==> config.mk <==
export PLATFORM = sky130hd
export DESIGN_NAME = http_cookie_header_tokenizer_unit
export DESIGN_NICKNAME = d
export VERILOG_FILES = /design/src/rtl/core/hctok_pkg.sv /design/src/rtl/core/hctok_class.sv /design/src/rtl/core/hctok_step.sv /design/src/rtl/core/http_cookie_header_tokenizer_unit.sv
export VERILOG_INCLUDE_DIRS = /design/src /design/src/rtl/core
export SDC_FILE = /design/constraint.sdc
export NUM_CORES = 1
export LEC_CHECK = 0
export BUFFER_PORTS_ARGS = -buffer_cell sky130_fd_sc_hd__clkbuf_2
export CAP_MARGIN = 20
export CORE_ASPECT_RATIO = 0.5
export CORE_MARGIN = 5
export CORE_UTILIZATION = 45
export DETAILED_ROUTE_END_ITERATION = 16
export SYNTH_ARGS = -nofsm -noshare
export SYNTH_HDL_FRONTEND = slang
export SYNTH_SLANG_ARGS = --single-unit
==> constraint.sdc <==
create_clock -name clk_i -period 5.33 [get_ports clk_i]
set_input_delay 0.533 -clock clk_i [delete_from_list [all_inputs] [get_ports clk_i]]
set_output_delay 0.533 -clock clk_i [all_outputs]
set_load 0.02 [all_outputs]
==> src/rtl/core/http_cookie_header_tokenizer_unit_assert.svh <==
// assertion helpers for the cookie header tokenizer
// both expect clk_i and rst_ni in scope
`ifndef HTTP_COOKIE_HEADER_TOKENIZER_UNIT_ASSERT_SVH
`define HTTP_COOKIE_HEADER_TOKENIZER_UNIT_ASSERT_SVH

// same-cycle implication
`define HCTOK_ASSERT_NOW(label, ante, cons, msg) \
  label: assert property (@(posedge clk_i) disable iff (!rst_ni) (ante) |-> (cons)) \
    else $error(msg);

// next-cycle implication
`define HCTOK_ASSERT_NEXT(label, ante, cons, msg) \
  label: assert property (@(posedge clk_i) disable iff (!rst_ni) (ante) |=> (cons)) \
    else $error(msg);

`endif

==> src/rtl/core/hctok_pkg.sv <==
`default_nettype none

package hctok_pkg;

  typedef enum logic [2:0] {
    PH_PRE_NAME   = 3'd0,
    PH_NAME       = 3'd1,
    PH_POST_NAME  = 3'd2,
    PH_PRE_VALUE  = 3'd3,
    PH_VALUE      = 3'd4,
    PH_POST_VALUE = 3'd5,
    PH_ERROR      = 3'd6
  } phase_e;

  typedef enum logic [2:0] {
    KIND_PLAIN   = 3'd0,
    KIND_VERSION = 3'd1,
    KIND_PATH    = 3'd2,
    KIND_DOMAIN  = 3'd3,
    KIND_PORT    = 3'd4
  } kind_e;

  typedef enum logic [1:0] {
    ROLE_DROP  = 2'd0,
    ROLE_NAME  = 2'd1,
    ROLE_VALUE = 2'd2
  } role_e;

  typedef enum logic [1:0] {
    KW_VERSION = 2'd0,
    KW_PATH    = 2'd1,
    KW_DOMAIN  = 2'd2,
    KW_PORT    = 2'd3
  } kw_e;

  typedef enum logic [1:0] {
    VM_NONE  = 2'd0,
    VM_ONE   = 2'd1,
    VM_OTHER = 2'd2
  } vmatch_e;

  localparam logic [7:0] CH_TAB   = 8'd9;
  localparam logic [7:0] CH_SPACE = 8'd32;
  localparam logic [7:0] CH_QUOTE = 8'd34;
  localparam logic [7:0] CH_COMMA = 8'd44;
  localparam logic [7:0] CH_ONE   = 8'd49;
  localparam logic [7:0] CH_SEMI  = 8'd59;
  localparam logic [7:0] CH_EQ    = 8'd61;
  localparam logic [7:0] CH_MAX   = 8'd126;
  localparam logic [3:0] POS_MAX  = 4'd15;
  localparam int unsigned NUM_KW  = 4;

  typedef struct packed {
    logic invalid;
    logic ws;
    logic token;
    logic eq;
    logic quote;
    logic semi;
    logic comma;
    logic one;
  } class_t;

  typedef struct packed {
    phase_e              phase;
    logic                first_pair;
    logic                cookie2;
    logic                in_quotes;
    kind_e               attr_kind;
    logic                have_name;
    logic [3:0]          kw_pos;
    logic [NUM_KW-1:0]   kw_alive;
    vmatch_e             ver_match;
    logic                name_nonempty;
    logic                err;
  } state_t;

  localparam state_t STATE_RESET = '{
    phase:         PH_PRE_NAME,
    first_pair:    1'b1,
    cookie2:       1'b0,
    in_quotes:     1'b0,
    attr_kind:     KIND_PLAIN,
    have_name:     1'b0,
    kw_pos:        4'd0,
    kw_alive:      {NUM_KW{1'b1}},
    ver_match:     VM_NONE,
    name_nonempty: 1'b0,
    err:           1'b0
  };

  typedef struct packed {
    logic [7:0] out_byte;
    role_e      role;
    logic       name_end;
    kind_e      name_kind;
    logic       value_end;
    logic       cookie_done;
    logic       parse_error;
    logic       finished;
    logic       header_ok;
  } result_t;

  function automatic logic [3:0] kw_len(input kw_e k);
    logic [3:0] len;
    case (k)
      KW_VERSION: len = 4'd8;
      KW_PATH:    len = 4'd5;
      KW_DOMAIN:  len = 4'd7;
      KW_PORT:    len = 4'd5;
      default:    len = 4'd0;
    endcase
    return len;
  endfunction

  function automatic logic [7:0] kw_char(input kw_e k, input logic [2:0] pos);
    logic [7:0] c;
    c = 8'h00;
    case (k)
      KW_VERSION: begin
        case (pos)
          3'd0: c = "$";
          3'd1: c = "V";
          3'd2: c = "e";
          3'd3: c = "r";
          3'd4: c = "s";
          3'd5: c = "i";
          3'd6: c = "o";
          3'd7: c = "n";
          default: c = 8'h00;
        endcase
      end
      KW_PATH: begin
        case (pos)
          3'd0: c = "$";
          3'd1: c = "P";
          3'd2: c = "a";
          3'd3: c = "t";
          3'd4: c = "h";
          default: c = 8'h00;
        endcase
      end
      KW_DOMAIN: begin
        case (pos)
          3'd0: c = "$";
          3'd1: c = "D";
          3'd2: c = "o";
          3'd3: c = "m";
          3'd4: c = "a";
          3'd5: c = "i";
          3'd6: c = "n";
          default: c = 8'h00;
        endcase
      end
      KW_PORT: begin
        case (pos)
          3'd0: c = "$";
          3'd1: c = "P";
          3'd2: c = "o";
          3'd3: c = "r";
          3'd4: c = "t";
          default: c = 8'h00;
        endcase
      end
      default: c = 8'h00;
    endcase
    return c;
  endfunction

endpackage

`default_nettype wire

==> src/rtl/core/hctok_class.sv <==
`default_nettype none

module hctok_class (
  input  wire logic [7:0]      byte_i,
  output hctok_pkg::class_t    class_o
);
  import hctok_pkg::*;

  logic sep;

  // separator set, question mark included
  always_comb begin
    case (byte_i)
      8'd34, 8'd40, 8'd41, 8'd44, 8'd47, 8'd58, 8'd59, 8'd60,
      8'd61, 8'd62, 8'd63, 8'd64, 8'd91, 8'd92, 8'd93, 8'd123,
      8'd125: sep = 1'b1;
      default: sep = 1'b0;
    endcase
  end

  always_comb begin
    class_o.invalid = (byte_i == 8'd0) || (byte_i > CH_MAX);
    class_o.ws      = (byte_i == CH_SPACE) || (byte_i == CH_TAB);
    class_o.token   = (byte_i > CH_SPACE) && (byte_i <= CH_MAX) && !sep;
    class_o.eq      = (byte_i == CH_EQ);
    class_o.quote   = (byte_i == CH_QUOTE);
    class_o.semi    = (byte_i == CH_SEMI);
    class_o.comma   = (byte_i == CH_COMMA);
    class_o.one     = (byte_i == CH_ONE);
  end

endmodule

`default_nettype wire

==> src/rtl/core/hctok_step.sv <==
`default_nettype none

module hctok_step (
  input  wire hctok_pkg::state_t  state_i,
  input  wire logic [7:0]         byte_i,
  input  wire logic               last_i,
  input  wire hctok_pkg::class_t  class_i,
  output hctok_pkg::state_t       state_o,
  output hctok_pkg::result_t      result_o
);
  import hctok_pkg::*;

  logic [NUM_KW-1:0] kw_hit;
  logic [NUM_KW-1:0] kw_alive_fed;

  // decisions for this byte
  logic    bad;
  role_e   role;
  logic    nend;
  kind_e   kind;
  logic    vend;
  phase_e  ph_n;
  logic    feed_nm;
  logic    feed_vl;
  logic    rst_nm;
  logic    q_set;
  logic    q_clr;
  logic    fp_clr;
  logic    c2_set;
  logic    vm_clr;
  logic    ver_bad;
  logic    sep;

  state_t  st_m;
  logic    at_value_end;
  logic    err_fin;

  always_comb begin
    for (int k = 0; k < NUM_KW; k++) begin
      kw_hit[k] = state_i.kw_alive[k] && (state_i.kw_pos == kw_len(kw_e'(k)));
      kw_alive_fed[k] = state_i.kw_alive[k] && (state_i.kw_pos < kw_len(kw_e'(k)))
                        && (kw_char(kw_e'(k), state_i.kw_pos[2:0]) == byte_i);
    end
  end

  assign ver_bad = (state_i.attr_kind == KIND_VERSION) && (state_i.ver_match != VM_ONE);
  assign sep     = class_i.semi || (class_i.comma && state_i.first_pair);

  // phase transition and per-byte actions
  always_comb begin
    bad     = 1'b0;
    role    = ROLE_DROP;
    nend    = 1'b0;
    kind    = KIND_PLAIN;
    vend    = 1'b0;
    ph_n    = state_i.phase;
    feed_nm = 1'b0;
    feed_vl = 1'b0;
    rst_nm  = 1'b0;
    q_set   = 1'b0;
    q_clr   = 1'b0;
    fp_clr  = 1'b0;
    c2_set  = 1'b0;
    vm_clr  = 1'b0;
    // the unused phase code behaves as the error phase
    if ((state_i.phase == PH_ERROR) || (state_i.phase > PH_POST_VALUE)) begin
      ph_n = PH_ERROR;
    end else if (class_i.invalid) begin
      bad = 1'b1;
    end else begin
      case (state_i.phase)
        PH_PRE_NAME: begin
          if (class_i.ws) begin
            ph_n = PH_NAME;
          end else if (class_i.token) begin
            feed_nm = 1'b1;
            role    = ROLE_NAME;
            ph_n    = PH_NAME;
          end else begin
            bad = 1'b1;
          end
        end
        PH_NAME: begin
          if (class_i.eq || class_i.ws) begin
            if (!state_i.name_nonempty) begin
              bad = 1'b1;
            end else begin
              if (state_i.first_pair && kw_hit[KW_VERSION]) begin
                kind = KIND_VERSION;
              end else if (state_i.cookie2 && kw_hit[KW_PATH]) begin
                kind = KIND_PATH;
              end else if (state_i.cookie2 && kw_hit[KW_DOMAIN]) begin
                kind = KIND_DOMAIN;
              end else if (state_i.cookie2 && kw_hit[KW_PORT]) begin
                kind = KIND_PORT;
              end
              c2_set = (kind == KIND_VERSION);
              nend   = 1'b1;
              rst_nm = 1'b1;
              vm_clr = 1'b1;
              ph_n   = class_i.eq ? PH_PRE_VALUE : PH_POST_NAME;
            end
          end else if (class_i.token) begin
            feed_nm = 1'b1;
            role    = ROLE_NAME;
          end else begin
            bad = 1'b1;
          end
        end
        PH_POST_NAME: begin
          if (class_i.eq) begin
            ph_n = PH_PRE_VALUE;
          end else if (!class_i.ws) begin
            bad = 1'b1;
          end
        end
        PH_PRE_VALUE: begin
          if (class_i.ws) begin
            ph_n = PH_PRE_VALUE;
          end else if (class_i.quote) begin
            q_set = 1'b1;
            ph_n  = PH_VALUE;
          end else if (class_i.token) begin
            feed_vl = 1'b1;
            role    = ROLE_VALUE;
            ph_n    = PH_VALUE;
          end else begin
            bad = 1'b1;
          end
        end
        PH_VALUE: begin
          if (state_i.in_quotes) begin
            if (class_i.quote) begin
              q_clr = 1'b1;
              vend  = 1'b1;
              if (ver_bad) bad = 1'b1;
              else ph_n = PH_POST_VALUE;
            end else begin
              // quoted bytes are kept, control bytes other than NUL and DEL included
              feed_vl = 1'b1;
              role    = ROLE_VALUE;
            end
          end else if (sep || class_i.ws) begin
            vend = 1'b1;
            if (ver_bad) begin
              bad = 1'b1;
            end else if (sep) begin
              fp_clr = 1'b1;
              rst_nm = 1'b1;
              ph_n   = PH_PRE_NAME;
            end else begin
              ph_n = PH_POST_VALUE;
            end
          end else if (class_i.token) begin
            feed_vl = 1'b1;
            role    = ROLE_VALUE;
          end else begin
            bad = 1'b1;
          end
        end
        PH_POST_VALUE: begin
          if (sep) begin
            fp_clr = 1'b1;
            rst_nm = 1'b1;
            ph_n   = PH_PRE_NAME;
          end else if (!class_i.ws) begin
            bad = 1'b1;
          end
        end
        default: begin
          ph_n = PH_ERROR;
        end
      endcase
    end
    if (bad) begin
      role = ROLE_DROP;
      ph_n = PH_ERROR;
    end
  end

  // next state
  always_comb begin
    st_m       = state_i;
    st_m.phase = ph_n;
    if (feed_nm) begin
      st_m.kw_alive      = kw_alive_fed;
      st_m.kw_pos        = (state_i.kw_pos == POS_MAX) ? POS_MAX : state_i.kw_pos + 4'd1;
      st_m.name_nonempty = 1'b1;
    end
    if (rst_nm) begin
      st_m.kw_pos        = 4'd0;
      st_m.kw_alive      = {NUM_KW{1'b1}};
      st_m.name_nonempty = 1'b0;
    end
    if (feed_vl) begin
      st_m.ver_match = (state_i.ver_match == VM_NONE && class_i.one) ? VM_ONE : VM_OTHER;
    end
    if (vm_clr) st_m.ver_match = VM_NONE;
    if (nend) begin
      st_m.attr_kind = kind;
      if (kind == KIND_PLAIN) st_m.have_name = 1'b1;
    end
    if (c2_set) st_m.cookie2 = 1'b1;
    if (fp_clr) st_m.first_pair = 1'b0;
    if (q_set) st_m.in_quotes = 1'b1;
    if (q_clr || bad) st_m.in_quotes = 1'b0;
    if (bad) st_m.err = 1'b1;
    state_o = last_i ? STATE_RESET : st_m;
  end

  // an unquoted value still open at the header end closes here
  assign at_value_end = last_i && (st_m.phase == PH_VALUE) && !st_m.in_quotes;
  assign err_fin = st_m.err || (at_value_end && (st_m.attr_kind == KIND_VERSION)
                                && (st_m.ver_match != VM_ONE));

  // result fields
  always_comb begin
    result_o.out_byte    = byte_i;
    result_o.role        = role;
    result_o.name_end    = nend;
    result_o.name_kind   = kind;
    result_o.value_end   = vend || at_value_end;
    result_o.cookie_done = (nend && (kind == KIND_PLAIN) && state_i.have_name)
                           || (last_i && st_m.have_name
                               && ((st_m.phase == PH_POST_VALUE)
                                   || (at_value_end && !err_fin)));
    result_o.parse_error = err_fin;
    result_o.finished    = last_i;
    result_o.header_ok   = last_i && !err_fin
                           && ((st_m.phase == PH_POST_VALUE)
                               || (at_value_end && st_m.have_name));
  end

endmodule

`default_nettype wire

==> src/rtl/core/http_cookie_header_tokenizer_unit.sv <==
// an accepted byte passes the byte register, then the result register on the master side
// throughput: one byte per cycle; the byte register and the result register
// each take a new transaction whenever the stage after them moves
// while a result waits on m_axis_tready one more byte is held, then
// s_axis_tready stays low until the result moves; reset: rst_ni clears both
// valid flags asynchronously and returns the parser state to the header start
`default_nettype none
`include "http_cookie_header_tokenizer_unit_assert.svh"

module http_cookie_header_tokenizer_unit (
  input  wire logic        clk_i,
  input  wire logic        rst_ni,
  input  wire logic        s_axis_tvalid,
  output logic             s_axis_tready,
  input  wire logic [7:0]  s_axis_tdata,   // [7:0] in_byte
  input  wire logic        s_axis_tlast,   // in_last
  output logic             m_axis_tvalid,
  input  wire logic        m_axis_tready,
  output logic [15:0]      m_axis_tdata,   // [7:0] out_byte, [8] name_end, [9] value_end,
                                           // [10] cookie_done, [11] parse_error,
                                           // [12] header_ok, [15:13] zero
  output logic [4:0]       m_axis_tuser,   // [1:0] byte_role, [4:2] name_kind
  output logic             m_axis_tlast    // finished
);
  import hctok_pkg::*;

  logic       in_valid_q;
  logic [7:0] in_byte_q;
  logic       in_last_q;
  logic       out_valid_q;
  result_t    res_q;
  result_t    res_d;
  state_t     state_q;
  state_t     state_d;
  class_t     byte_class;
  logic       advance;

  assign advance       = in_valid_q && (!out_valid_q || m_axis_tready);
  assign s_axis_tready = !in_valid_q || advance;

  always_ff @(posedge clk_i or negedge rst_ni) begin
    if (!rst_ni) begin
      in_valid_q <= 1'b0;
    end else if (s_axis_tready) begin
      in_valid_q <= s_axis_tvalid;
    end
  end

  always_ff @(posedge clk_i) begin
    if (s_axis_tready && s_axis_tvalid) begin
      in_byte_q <= s_axis_tdata;
      in_last_q <= s_axis_tlast;
    end
  end

  hctok_class u_class (
    .byte_i  (in_byte_q),
    .class_o (byte_class)
  );

  hctok_step u_step (
    .state_i  (state_q),
    .byte_i   (in_byte_q),
    .last_i   (in_last_q),
    .class_i  (byte_class),
    .state_o  (state_d),
    .result_o (res_d)
  );

  always_ff @(posedge clk_i or negedge rst_ni) begin
    if (!rst_ni) begin
      state_q     <= STATE_RESET;
      out_valid_q <= 1'b0;
    end else begin
      if (advance) state_q <= state_d;
      if (advance) out_valid_q <= 1'b1;
      else if (m_axis_tready) out_valid_q <= 1'b0;
    end
  end

  always_ff @(posedge clk_i) begin
    if (advance) res_q <= res_d;
  end

  assign m_axis_tvalid = out_valid_q;
  assign m_axis_tdata  = {3'b000, res_q.header_ok, res_q.parse_error, res_q.cookie_done,
                          res_q.value_end, res_q.name_end, res_q.out_byte};
  assign m_axis_tuser  = {res_q.name_kind, res_q.role};
  assign m_axis_tlast  = res_q.finished;

  `HCTOK_ASSERT_NOW(a_err_means_error_phase, 1'b1, state_q.err == (state_q.phase == PH_ERROR), "sticky error and error phase disagree")
  `HCTOK_ASSERT_NOW(a_quotes_only_in_value, state_q.in_quotes, state_q.phase == PH_VALUE, "quote flag set outside value phase")
  `HCTOK_ASSERT_NEXT(a_last_restarts, advance && in_last_q, state_q == STATE_RESET, "parser not back at start after final byte")
  `HCTOK_ASSERT_NEXT(a_result_follows, advance, out_valid_q && (res_q.out_byte == $past(in_byte_q)), "processed byte missing from result register")

endmodule

`default_nettype wire
==> results.json, run 1 <==
{
  "finalCriticalPeriod_ns": 3.21,
  "finalSetupViolCount": 0,
  "vias_per_cell": 6.18,
  "fin_ws_ns": 2.12,
  "drt-total-wl_mm": 9.46,
  "final.setup.tns_ns": 0,
  "h-tree-depth": 2,
  "path_cells": "nor4b_4, nand2_2, a2111o_1, or4_4, a21oi_2, nand3_1, a221oi_2",
  "clockRootBuffer": "clkbuf_16",
  "dp_hpwl_mm": 6.92,
  "ys.flop_type": "edfxtp_1",
  "clockBufferDepth": 2,
  "dr.first_iter.drc_count": 427,
  "die_height_um": 73.2,
  "drc": 0,
  "slew_viol_final": 0,
  "dpl_worst_slack_ns": 2.16,
  "ios": 37,
  "synthArstFlopShare": 0.462,
  "syn_inst": 393,
  "synthDistinctLibCells": 77,
  "clkSinkCount": 52,
  "finalPower_mw": 1.28,
  "max_freq_mhz": 312,
  "cts-hold-fix-buffers": 0,
  "clock_latency_ns": 0.30,
  "critPathLaunch": "in_byte_q[4]$_DFFE_PP_",
  "numPortBuffers": 33,
  "areaGrowthSynthToFinish_pct": 8.97,
  "top_layer": "met4",
  "cts_resized": 0,
  "multi_input_area_sq_mm": 0.00196,
  "wl_met2_mm": 4.19,
  "fp.dieW_um": 136,
  "m1WireLength_mm": 4.56,
  "grt_usage": 0.196,
  "synth_area_sq_mm": 0.00360,
  "via_count": 3221,
  "start_kind": "register",
  "ys_warn_count": 0,
  "antenna_found_initial": 0,
  "clkTransAtPathRegs_ns": 0.07,
  "yosysSeqAreaShare": 0.402,
  "coreArea_sq_mm": 0.00789,
  "start_util": 0.457,
  "seqCellArea_sq_mm": 0.00145,
  "grt_pass1_vias": 2958,
  "fin_worst_skew_ns": 0.00679,
  "cap_violations": 0,
  "design_area_sq_mm": 0.00392,
  "drtAntennaViolNets": 0,
  "cts_tree": "built",
  "r2r_slack_ns": 2.12,
  "holdCritPathClass": "in2async",
  "slowest_stage": "edfxtp_1",
  "place_area_sq_mm": 0.00378,
  "required_ns": 5.46,
  "period_share": 0.602,
  "rows": 23,
  "synth.area.top_cells": "edfxtp_1 23%, dfrtp_1 13%, nand2_1 4.1%",
  "n_antenna_cell": 0,
  "synth_edf_count": 28,
  "r2r_end": "m_axis_tdata[12]$_DFFE_PP_",
  "nets": 428,
  "slowest_delay_ns": 0.69,
  "cp-end-kind": "register",
  "worst_pin_slew_ns": 0.766,
  "powerDensity_mw_per_mm2": 327,
  "vdd_drop_max_v": 0.000132,
  "nFillCells": 769,
  "grt_max_degree": 26,
  "syn_area_per_cell_sq_um": 9.16,
  "gp_congestion": 0.959,
  "r2r-start": "in_byte_q[4]$_DFFE_PP_",
  "status": "completed",
  "post_cts_buffers": 0,
  "synth_seq_cells": 52,
  "finalHoldViolCount": 0,
  "synth_top_area_share": 0.234,
  "grt_overflow": 0,
  "cts_made_buffers": 5,
  "reg2reg_depth": 7,
  "slew_headroom": 0.489,
  "leakagePower_nw": 1.54,
  "wl_met3_um": 586,
  "worst-setup-path-type": "reg2reg",
  "grt_pass1_wl_mm": 15.5,
  "rsz0062_at_grt": "no",
  "wl_per_cell_um": 18.2,
  "hold-worst-slack_ns": 0.245,
  "synth_largest_area_cell": "edfxtp_1",
  "drt_pass1_iterations": 6,
  "dieArea_sq_mm": 0.0100,
  "endpoint": "m_axis_tdata[12]$_DFFE_PP_",
  "arrival_ns": 3.34,
  "cp_max_fo": 20,
  "drive_gt1_frac": 0.156
}
[state kept, by name (all words and copies together), names as in the netlist]
name,count
m_axis_tdata,13
m_axis_tlast,1
m_axis_tvalid,1
in_byte_q,8
in_last_q,1
m_axis_tuser,5
in_valid_q,1
state_q,22
[power by group]
part	total [mW]	internal, mW	switching [mW]
Sequential	0.554	0.474	0.0803
Combinational	0.401	0.161	0.240
Clock	0.328	0.175	0.153
[cells in the final DEF (no fill, tap or decap), drive strengths merged, types with 4 or more instances in the layout]
cell	count
a21o	4
a21oi	19
a31oi	10
and2	4
clkbuf	39
dfrtp	19
dfstp	5
edfxtp	28
ha	7
inv	13
nand2	40
nand2b	10
nand3	12
nand3b	7
nand4	10
nor2	26
nor2b	10
nor3	10
nor4	5
o2111ai	4
o211ai	6
o21a	5
o21ai	23
o31ai	6
or3	4
or4	4
xnor2	8
xor2	6
[stage by stage]
step | utilization | cells
finish | 0.497 | 521
global route | 0.497 | 521
CTS | 0.497 | 521
detailed placement | 0.479 | 513
global placement | 0.479 | 513
floorplan | - | 395
[worst min path at each step]
stage	slack [ns]	startpoint	depth (start not counted)	to
2_1_floorplan	0.24	rst_ni	0	in_valid_q$_DFFE_PN0N_
3_5_place_dp	0.47	state_q[7]$_DFFE_PN1P_	2	state_q[7]$_DFFE_PN1P_
3_3_place_gp	0.46	state_q[7]$_DFFE_PN1P_	2	state_q[7]$_DFFE_PN1P_
6_report	0.25	rst_ni	1	state_q[8]$_DFFE_PN0P_
4_1_cts	0.27	rst_ni	1	state_q[8]$_DFFE_PN0P_
5_1_grt	0.31	rst_ni	1	state_q[8]$_DFFE_PN0P_
[worst max-delay path: cells and delay by family (launching register included)]
family	cells	cell delay [ns]
compound gates	3	0.97
flops	1	0.69
simple gates	4	1.36
[logic make-up after synthesis]
group           after synthesis  share of synthesized area
fa+ha+maj                     7                     0.0243
simple gates                161                      0.252
mux                           4                     0.0115
other cells                   1                    0.00104
flops                        52                      0.402
buf+inv                      43                     0.0553
compound gates              111                      0.220
xor+xnor                     14                     0.0341
[synth_stat cells (all sizes together), types with 4 or more instances]
cell and n:
nor2 26, edfxtp 28, ha 7, nand3b 7, o211ai 6, dfrtp 19
o21a 5, inv 13, xor2 6, a21oi 19, dfstp 5, nor2b 10
xnor2 8, o21ai 23, a31oi 10, buf 16, nand2 40, or3 4
nor4 5, or4 4, a21o 4, nand4 10, nand2b 10, o2111ai 4
nand3 12, o31ai 6, nor3 10, and2 4, clkbuf 12
[layer usage]
metal	GRT usage	vias up
li1	-	1504
met3	0.0331	16
met4	0.0503	0
met5	0	-
met1	0.295	1561
met2	0.292	140
[layout make-up]
class | instances | area share
Multi-Input combinational cell | 300 | 0.500
Inverter | 15 | 0.0144
Sequential cell | 52 | 0.369
Timing Repair Buffer | 34 | 0.0440
Clock buffer | 6 | 0.0329
Clock inverter | 2 | 0.00415
Tap cell | 112 | 0.0357
Power figures use the tool's default switching activity.
==> inputs of run 2 (changes only) <==
--- a/config.mk
+++ b/config.mk
@@ -6,12 +6,14 @@
 export SDC_FILE = /design/constraint.sdc
 export NUM_CORES = 1
 export LEC_CHECK = 0
+export ABC_AREA = 1
 export BUFFER_PORTS_ARGS = -buffer_cell sky130_fd_sc_hd__clkbuf_2
 export CAP_MARGIN = 20
 export CORE_ASPECT_RATIO = 0.5
 export CORE_MARGIN = 5
 export CORE_UTILIZATION = 45
 export DETAILED_ROUTE_END_ITERATION = 16
+export PLACE_DENSITY = 0.66
 export SYNTH_ARGS = -nofsm -noshare
 export SYNTH_HDL_FRONTEND = slang
 export SYNTH_SLANG_ARGS = --single-unit
==> constraint.sdc (replaced) <==
create_clock -name clk_i -period 2.6 [get_ports clk_i]
set_input_delay 0.26 -clock clk_i [delete_from_list [all_inputs] [get_ports clk_i]]
set_output_delay 0.26 -clock clk_i [all_outputs]
set_load 0.02 [all_outputs]
==> results.json, run 2 <==
{
  "status": "complete, but fails checks",
  "violations": "negative hold slack",
  "cts_tree": "built",
  "grt_pass1_wl_mm": 15.2,
  "yosysSeqAreaShare": 0.402,
  "drtAntennaViolNets": 0,
  "critPathLaunch": "in_byte_q[5]$_DFFE_PP_",
  "cts-hold-fix-buffers": 0,
  "grt_max_degree": 25,
  "antenna_found_initial": 0,
  "clockRootBuffer": "clkbuf_16",
  "clock_latency_ns": 0.30,
  "final_cell_mix": "98 x nand2_1, 52 x nor2_1, 50 x inv_1",
  "regMostFlops": "state_q",
  "rsz0062_at_grt": "yes",
  "worst-setup-path-type": "reg2reg",
  "reg2reg_depth": 19,
  "finalCriticalPeriod_ns": 2.50,
  "rows": 23,
  "synth_area_sq_mm": 0.00360,
  "holdCritPathClass": "in2async",
  "grt_overflow": 0,
  "dp.cells": 636,
  "synth_top_area_share": 0.234,
  "r2r_slack_ns": 0.10,
  "fin_ws_ns": 0.102,
  "grt_usage": 0.197,
  "fp.dieW_um": 136,
  "synthArstFlopShare": 0.462,
  "syn_area_per_cell_sq_um": 7.62,
  "start_util": 0.456,
  "slowest_delay_ns": 0.56,
  "path_cells": "inv_4, nor2_4, nand2_4, inv_2, nand2_2, nand3_2, nor2_4, nand2_4, nand3_1, nand2_1, buf_4, nor3_1, nand2_2, nand3_4, nor2_4, nand3_1, nand2_1, nand2_1, nand2_1",
  "clkTransAtPathRegs_ns": 0.07,
  "r2r-start": "in_byte_q[5]$_DFFE_PP_",
  "clkSinkCount": 52,
  "path_depth": 19,
  "worstPathBufferInverterCount": 3,
  "synth_edf_count": 28,
  "dp_hpwl_mm": 7.43,
  "synth.most_common_cell": "nand2_1",
  "cp_max_fo": 6,
  "dpl_worst_slack_ns": 0.0813,
  "ys.flop_type": "edfxtp_1",
  "ys_warn_count": 0,
  "wl_per_cell_um": 14.8,
  "synth_common_cells": "107 x nand2_1, 61 x nor2_1, 51 x inv_1",
  "powerDensity_mw_per_mm2": 819,
  "drive_gt1_frac": 0.297,
  "cpMostUsedCell": "nand2_1",
  "synthDistinctLibCells": 42,
  "period_share": 0.961,
  "cp-end-kind": "register",
  "r2r_end": "m_axis_tdata[10]$_DFFE_PP_",
  "endpoint": "m_axis_tdata[10]$_DFFE_PP_",
  "cap_violations": 0,
  "slew_headroom": 0.549,
  "synth_seq_cells": 52,
  "fin_worst_skew_ns": 0.00753,
  "areaGrowthSynthToFinish_pct": 23.3,
  "nets": 562,
  "via_count": 3344,
  "worst_pin_slew_ns": 0.676,
  "drt-total-wl_mm": 9.71,
  "place_area_sq_mm": 0.00405,
  "n_antenna_cell": 0,
  "numPortBuffers": 33,
  "syn_inst": 472,
  "drc": 0,
  "start_kind": "register",
  "dieArea_sq_mm": 0.00999,
  "die_height_um": 73.2,
  "clockBufferDepth": 2,
  "ios": 37,
  "finalHoldViolCount": 15,
  "finalSetupViolCount": 0,
  "arrival_ns": 2.55,
  "gp_congestion": 0.974,
  "synth_largest_area_cell": "edfxtp_1",
  "design_area_sq_mm": 0.00444,
  "slowest_stage": "edfxtp_1",
  "grt_pass1_vias": 3075,
  "layout_commonest_cell": "nand2_1",
  "vias_per_cell": 5.11,
  "max_freq_mhz": 400,
  "synth.area.top_cells": "edfxtp_1 23%, dfrtp_1 13%, nand2_1 11%",
  "hold-worst-slack_ns": -0.0134,
  "coreArea_sq_mm": 0.00789,
  "layout.cells.non_filler": 655,
  "largest_reg_flops": 22,
  "cts_made_buffers": 5,
  "critPathTopFamily": "simple AND/OR/NAND/NOR gates",
  "leakagePower_nw": 2.10,
  "drt_pass1_iterations": 7,
  "slew_viol_final": 0,
  "dr.first_iter.drc_count": 284,
  "required_ns": 2.65,
  "vdd_drop_max_v": 0.000329,
  "h-tree-depth": 2
}
run 2: cell types whose count changed after synthesis, sizes merged, moves of 5 or more:
cell and delta:
nor2 +52, nand2 +81, xnor2 -7, xor2 +9, nand3b -6, nand3 +25
a31oi -8, inv +48, nand4 -6, o21a -5, o31ai -6, clkbuf -9
nand2b -10, nor2b -10
run 2: worst min path at each step:
stage,startpoint,slack [ns],cells past startpoint,endpoint
2_1_floorplan,rst_ni,-0.04,0,in_valid_q$_DFFE_PN0N_
3_3_place_gp,rst_ni,0.33,1,state_q[13]$_DFFE_PN0P_
3_5_place_dp,rst_ni,0.34,1,state_q[13]$_DFFE_PN0P_
4_1_cts,rst_ni,0.01,1,state_q[0]$_DFFE_PN0P_
5_1_grt,rst_ni,0.05,1,state_q[17]$_DFFE_PN0P_
6_report,rst_ni,-0.01,1,state_q[17]$_DFFE_PN0P_
run 2: kinds of logic (layout without fill, tap and decap cells):
kind of cell / after synthesis / in the layout / synth area share
AO/OA/AOI/OAI: 60 / 60 / 0.0977
XOR/XNOR: 16 / 16 / 0.0389
adder cells (fa/ha/maj): 7 / 7 / 0.0243
buffers and inverters: 76 / 144 / 0.0970
flip-flops: 52 / 52 / 0.402
other: 1 / 3 / 0.00104
AND/OR/NAND/NOR: 260 / 261 / 0.339
run 2: power breakdown:
part           leakage [nW]  switching [mW]  internal [mW]  total [mW]
combinational          1.44            1.02          0.625        1.64
sequential            0.576           0.151           1.05        1.20
clock                0.0871           0.314          0.483       0.797
run 2: through the flow:
step	power, mW	TNS [ns]	util
finish	3.64	0	0.563
global route	3.88	-0.119	0.563
CTS	3.53	0	0.536
detailed placement	2.73	0	0.513
global placement	2.72	0	0.513
floorplan	2.27	0	-
run 2: layout make-up:
type | instances | area, sq um
clock inverter | 2 | 38.8
fill | 747 | 3450
clock buffer | 6 | 139
multi-input combinational | 347 | 1940
sequential | 52 | 1450
tap | 112 | 140
timing repair buffer | 75 | 497
inverter | 61 | 234
run 2: layer usage:
| metal | GRT usage | part of all wire | up-vias |
|---|---|---|---|
| met5 | 0 | 0 | - |
| met4 | 0.0581 | 0.018 | 0 |
| met3 | 0.0344 | 0.052 | 17 |
| met2 | 0.327 | 0.47 | 100 |
| met1 | 0.266 | 0.46 | 1553 |
| li1 | - | - | 1674 |
run 2: timing repair:
item	in CTS	in global routing
setup buffers	0	10
resized for setup	0	37
setup endpoints to repair	0	9
==> inputs of run 3 (changes only) <==
--- a/config.mk
+++ b/config.mk
@@ -9,11 +9,12 @@
 export ABC_AREA = 1
 export BUFFER_PORTS_ARGS = -buffer_cell sky130_fd_sc_hd__clkbuf_2
 export CAP_MARGIN = 20
+export CELL_PAD_IN_SITES_DETAIL_PLACEMENT = 1
+export CELL_PAD_IN_SITES_GLOBAL_PLACEMENT = 2
 export CORE_ASPECT_RATIO = 0.5
-export CORE_MARGIN = 5
-export CORE_UTILIZATION = 45
+export CORE_UTILIZATION = 35
 export DETAILED_ROUTE_END_ITERATION = 16
-export PLACE_DENSITY = 0.66
+export PLACE_DENSITY_LB_ADDON = 0.1
 export SYNTH_ARGS = -nofsm -noshare
 export SYNTH_HDL_FRONTEND = slang
 export SYNTH_SLANG_ARGS = --single-unit
==> constraint.sdc (replaced) <==
create_clock -name clk_i -period 2.65 [get_ports clk_i]
set_input_delay 0.265 -clock clk_i [delete_from_list [all_inputs] [get_ports clk_i]]
set_output_delay 0.265 -clock clk_i [all_outputs]
set_load 0.02 [all_outputs]
==> results.json, run 3 (synthesis gave the netlist of run 2 again) <==
{
  "clkSinkCount": 52,
  "drt-total-wl_mm": 11.4,
  "dieArea_sq_mm": 0.0107,
  "regMostFlops": "state_q",
  "drc": 0,
  "slew_viol_final": 0,
  "cp-end-kind": "register",
  "rows": 25,
  "dr.first_iter.drc_count": 190,
  "required_ns": 2.71,
  "grt_overflow": 0,
  "layout_commonest_cell": "nand2_1",
  "max_freq_mhz": 387,
  "grt_pass1_wl_mm": 17.9,
  "wl_per_cell_um": 16.5,
  "cp_max_fo": 5,
  "grt_usage": 0.220,
  "final.setup.tns_ns": 0,
  "final_cell_mix": "93 x nand2_1, 54 x buf_4, 52 x nor2_1",
  "finalCoreUtilization": 0.472,
  "finalPower_mw": 3.59,
  "finalCriticalPeriod_ns": 2.59,
  "cts_made_buffers": 5,
  "finalSetupViolCount": 0,
  "reg2reg_depth": 19,
  "status": "complete, but fails checks",
  "h-tree-depth": 2,
  "clock_latency_ns": 0.30,
  "drtAntennaViolNets": 0,
  "largest_reg_flops": 22,
  "grt_pass1_vias": 3312,
  "r2r_end": "m_axis_tdata[12]$_DFFE_PP_",
  "start_util": 0.371,
  "period_share": 0.976,
  "via_count": 3453,
  "numPortBuffers": 33,
  "finalHoldViolCount": 12,
  "worst_pin_slew_ns": 0.673,
  "n_antenna_cell": 0,
  "clockBufferDepth": 2,
  "slew_headroom": 0.552,
  "leakagePower_nw": 2.16,
  "fp.dieW_um": 145,
  "nFillCells": 1243,
  "clockRootBuffer": "clkbuf_16",
  "cap_violations": 0,
  "antenna_found_initial": 0,
  "clkTransAtPathRegs_ns": 0.07,
  "grt_max_degree": 29,
  "fin_worst_skew_ns": 0.00586,
  "gp_congestion": 0.923,
  "cts_tree": "built",
  "r2r_slack_ns": 0.06,
  "ios": 37,
  "die_height_um": 73.7,
  "holdCritPathClass": "in2async",
  "drt_pass1_iterations": 4,
  "seqCellArea_sq_mm": 0.00145,
  "vdd_drop_max_v": 0.000341,
  "vias_per_cell": 4.99,
  "rsz0062_at_grt": "yes",
  "arrival_ns": 2.65,
  "multi_input_area_sq_mm": 0.00197,
  "areaGrowthSynthToFinish_pct": 27.1,
  "drive_gt1_frac": 0.332,
  "nets": 576,
  "coreArea_sq_mm": 0.00970,
  "worst-setup-path-type": "reg2reg",
  "dp_hpwl_mm": 9.04,
  "start_kind": "register",
  "r2r-start": "in_byte_q[2]$_DFFE_PP_",
  "hold-worst-slack_ns": -0.0117,
  "powerDensity_mw_per_mm2": 785,
  "violations": "negative hold slack"
}
## run 3: cell types whose count changed in the layout (fill, tap and decap cells not counted), moves of 3 or more
cell     before  now
buf_4        40   54
nand2_1      98   93
nand2_2      19   24
nand3_2       4    7
## run 3: area by class of cell
class | instances | share of cell area
flip-flops and latches | 52 | 0.317
repair buffers | 89 | 0.133
inverters | 61 | 0.0506
clock buffers | 6 | 0.0282
clock inverters | 2 | 0.00356
well taps | 135 | 0.0369
multi-input cells | 347 | 0.431
## run 3: metrics by stage
step | instances | area (sq um) | worst slack (ns)
2_1_floorplan | 474 | 3610 | 0.395
3_3_place_gp | 668 | 4140 | -0.0170
3_5_place_dp | 668 | 4140 | -0.0954
4_1_cts | 677 | 4310 | 0.00222
5_1_grt | 692 | 4570 | -0.0393
6_report | 692 | 4570 | 0.0631
## run 3: report_power, final
| part | internal [mW] | switching, mW |
|---|---|---|
| sequential | 1.03 | 0.148 |
| combinational | 0.678 | 1.07 |
| clock | 0.353 | 0.318 |
| total | 2.06 | 1.53 |
## run 3: worst max-delay path: stages, from the launching register on
cell	delay [ns]
edfxtp_1	0.55
nor2_4	0.20
buf_4	0.13
nand2_1	0.10
nor2_4	0.13
nor2_2	0.04
nand2_2	0.07
nor2_4	0.05
nand2_4	0.13
nand2_2	0.06
nor2_2	0.14
nor2_2	0.06
nand3_2	0.08
nand2_4	0.07
nand2_2	0.08
nand2_2	0.07
nor2_4	0.13
inv_2	0.05
o21ai_2	0.15
nor2_1	0.06
## run 3: per-layer routing
layer | vias up | wire length [um] | GRT usage
li1 | 1702 | - | -
met1 | 1677 | 5900 | 0.310
met2 | 58 | 5050 | 0.350
met3 | 16 | 294 | 0.0360
met4 | 0 | 198 | 0.0620
met5 | - | 0 | 0
## run 3: worst max-delay path by stage
stage                           start                    endpoint  slack [ns]  cells past startpoint
3_5_place_dp   in_byte_q[5]$_DFFE_PP_  m_axis_tdata[12]$_DFFE_PP_        -0.1                     18
3_3_place_gp   in_byte_q[5]$_DFFE_PP_  m_axis_tdata[12]$_DFFE_PP_       -0.02                     18
4_1_cts        in_byte_q[2]$_DFFE_PP_  m_axis_tdata[12]$_DFFE_PP_       0.002                     16
6_report       in_byte_q[2]$_DFFE_PP_  m_axis_tdata[12]$_DFFE_PP_        0.06                     19
2_1_floorplan  in_byte_q[5]$_DFFE_PP_  m_axis_tdata[12]$_DFFE_PP_        0.39                     19
5_1_grt        in_byte_q[2]$_DFFE_PP_  m_axis_tdata[12]$_DFFE_PP_       -0.04                     19
## run 3: what timing repair did
action                                  4_1_cts  5_1_grt
endpoints found under the setup margin        2       11
pin swaps                                     0       19
gates resized for setup                       0       45
buffers inserted                              1       14
gates cloned                                  0        1
hold buffers                                  0        0
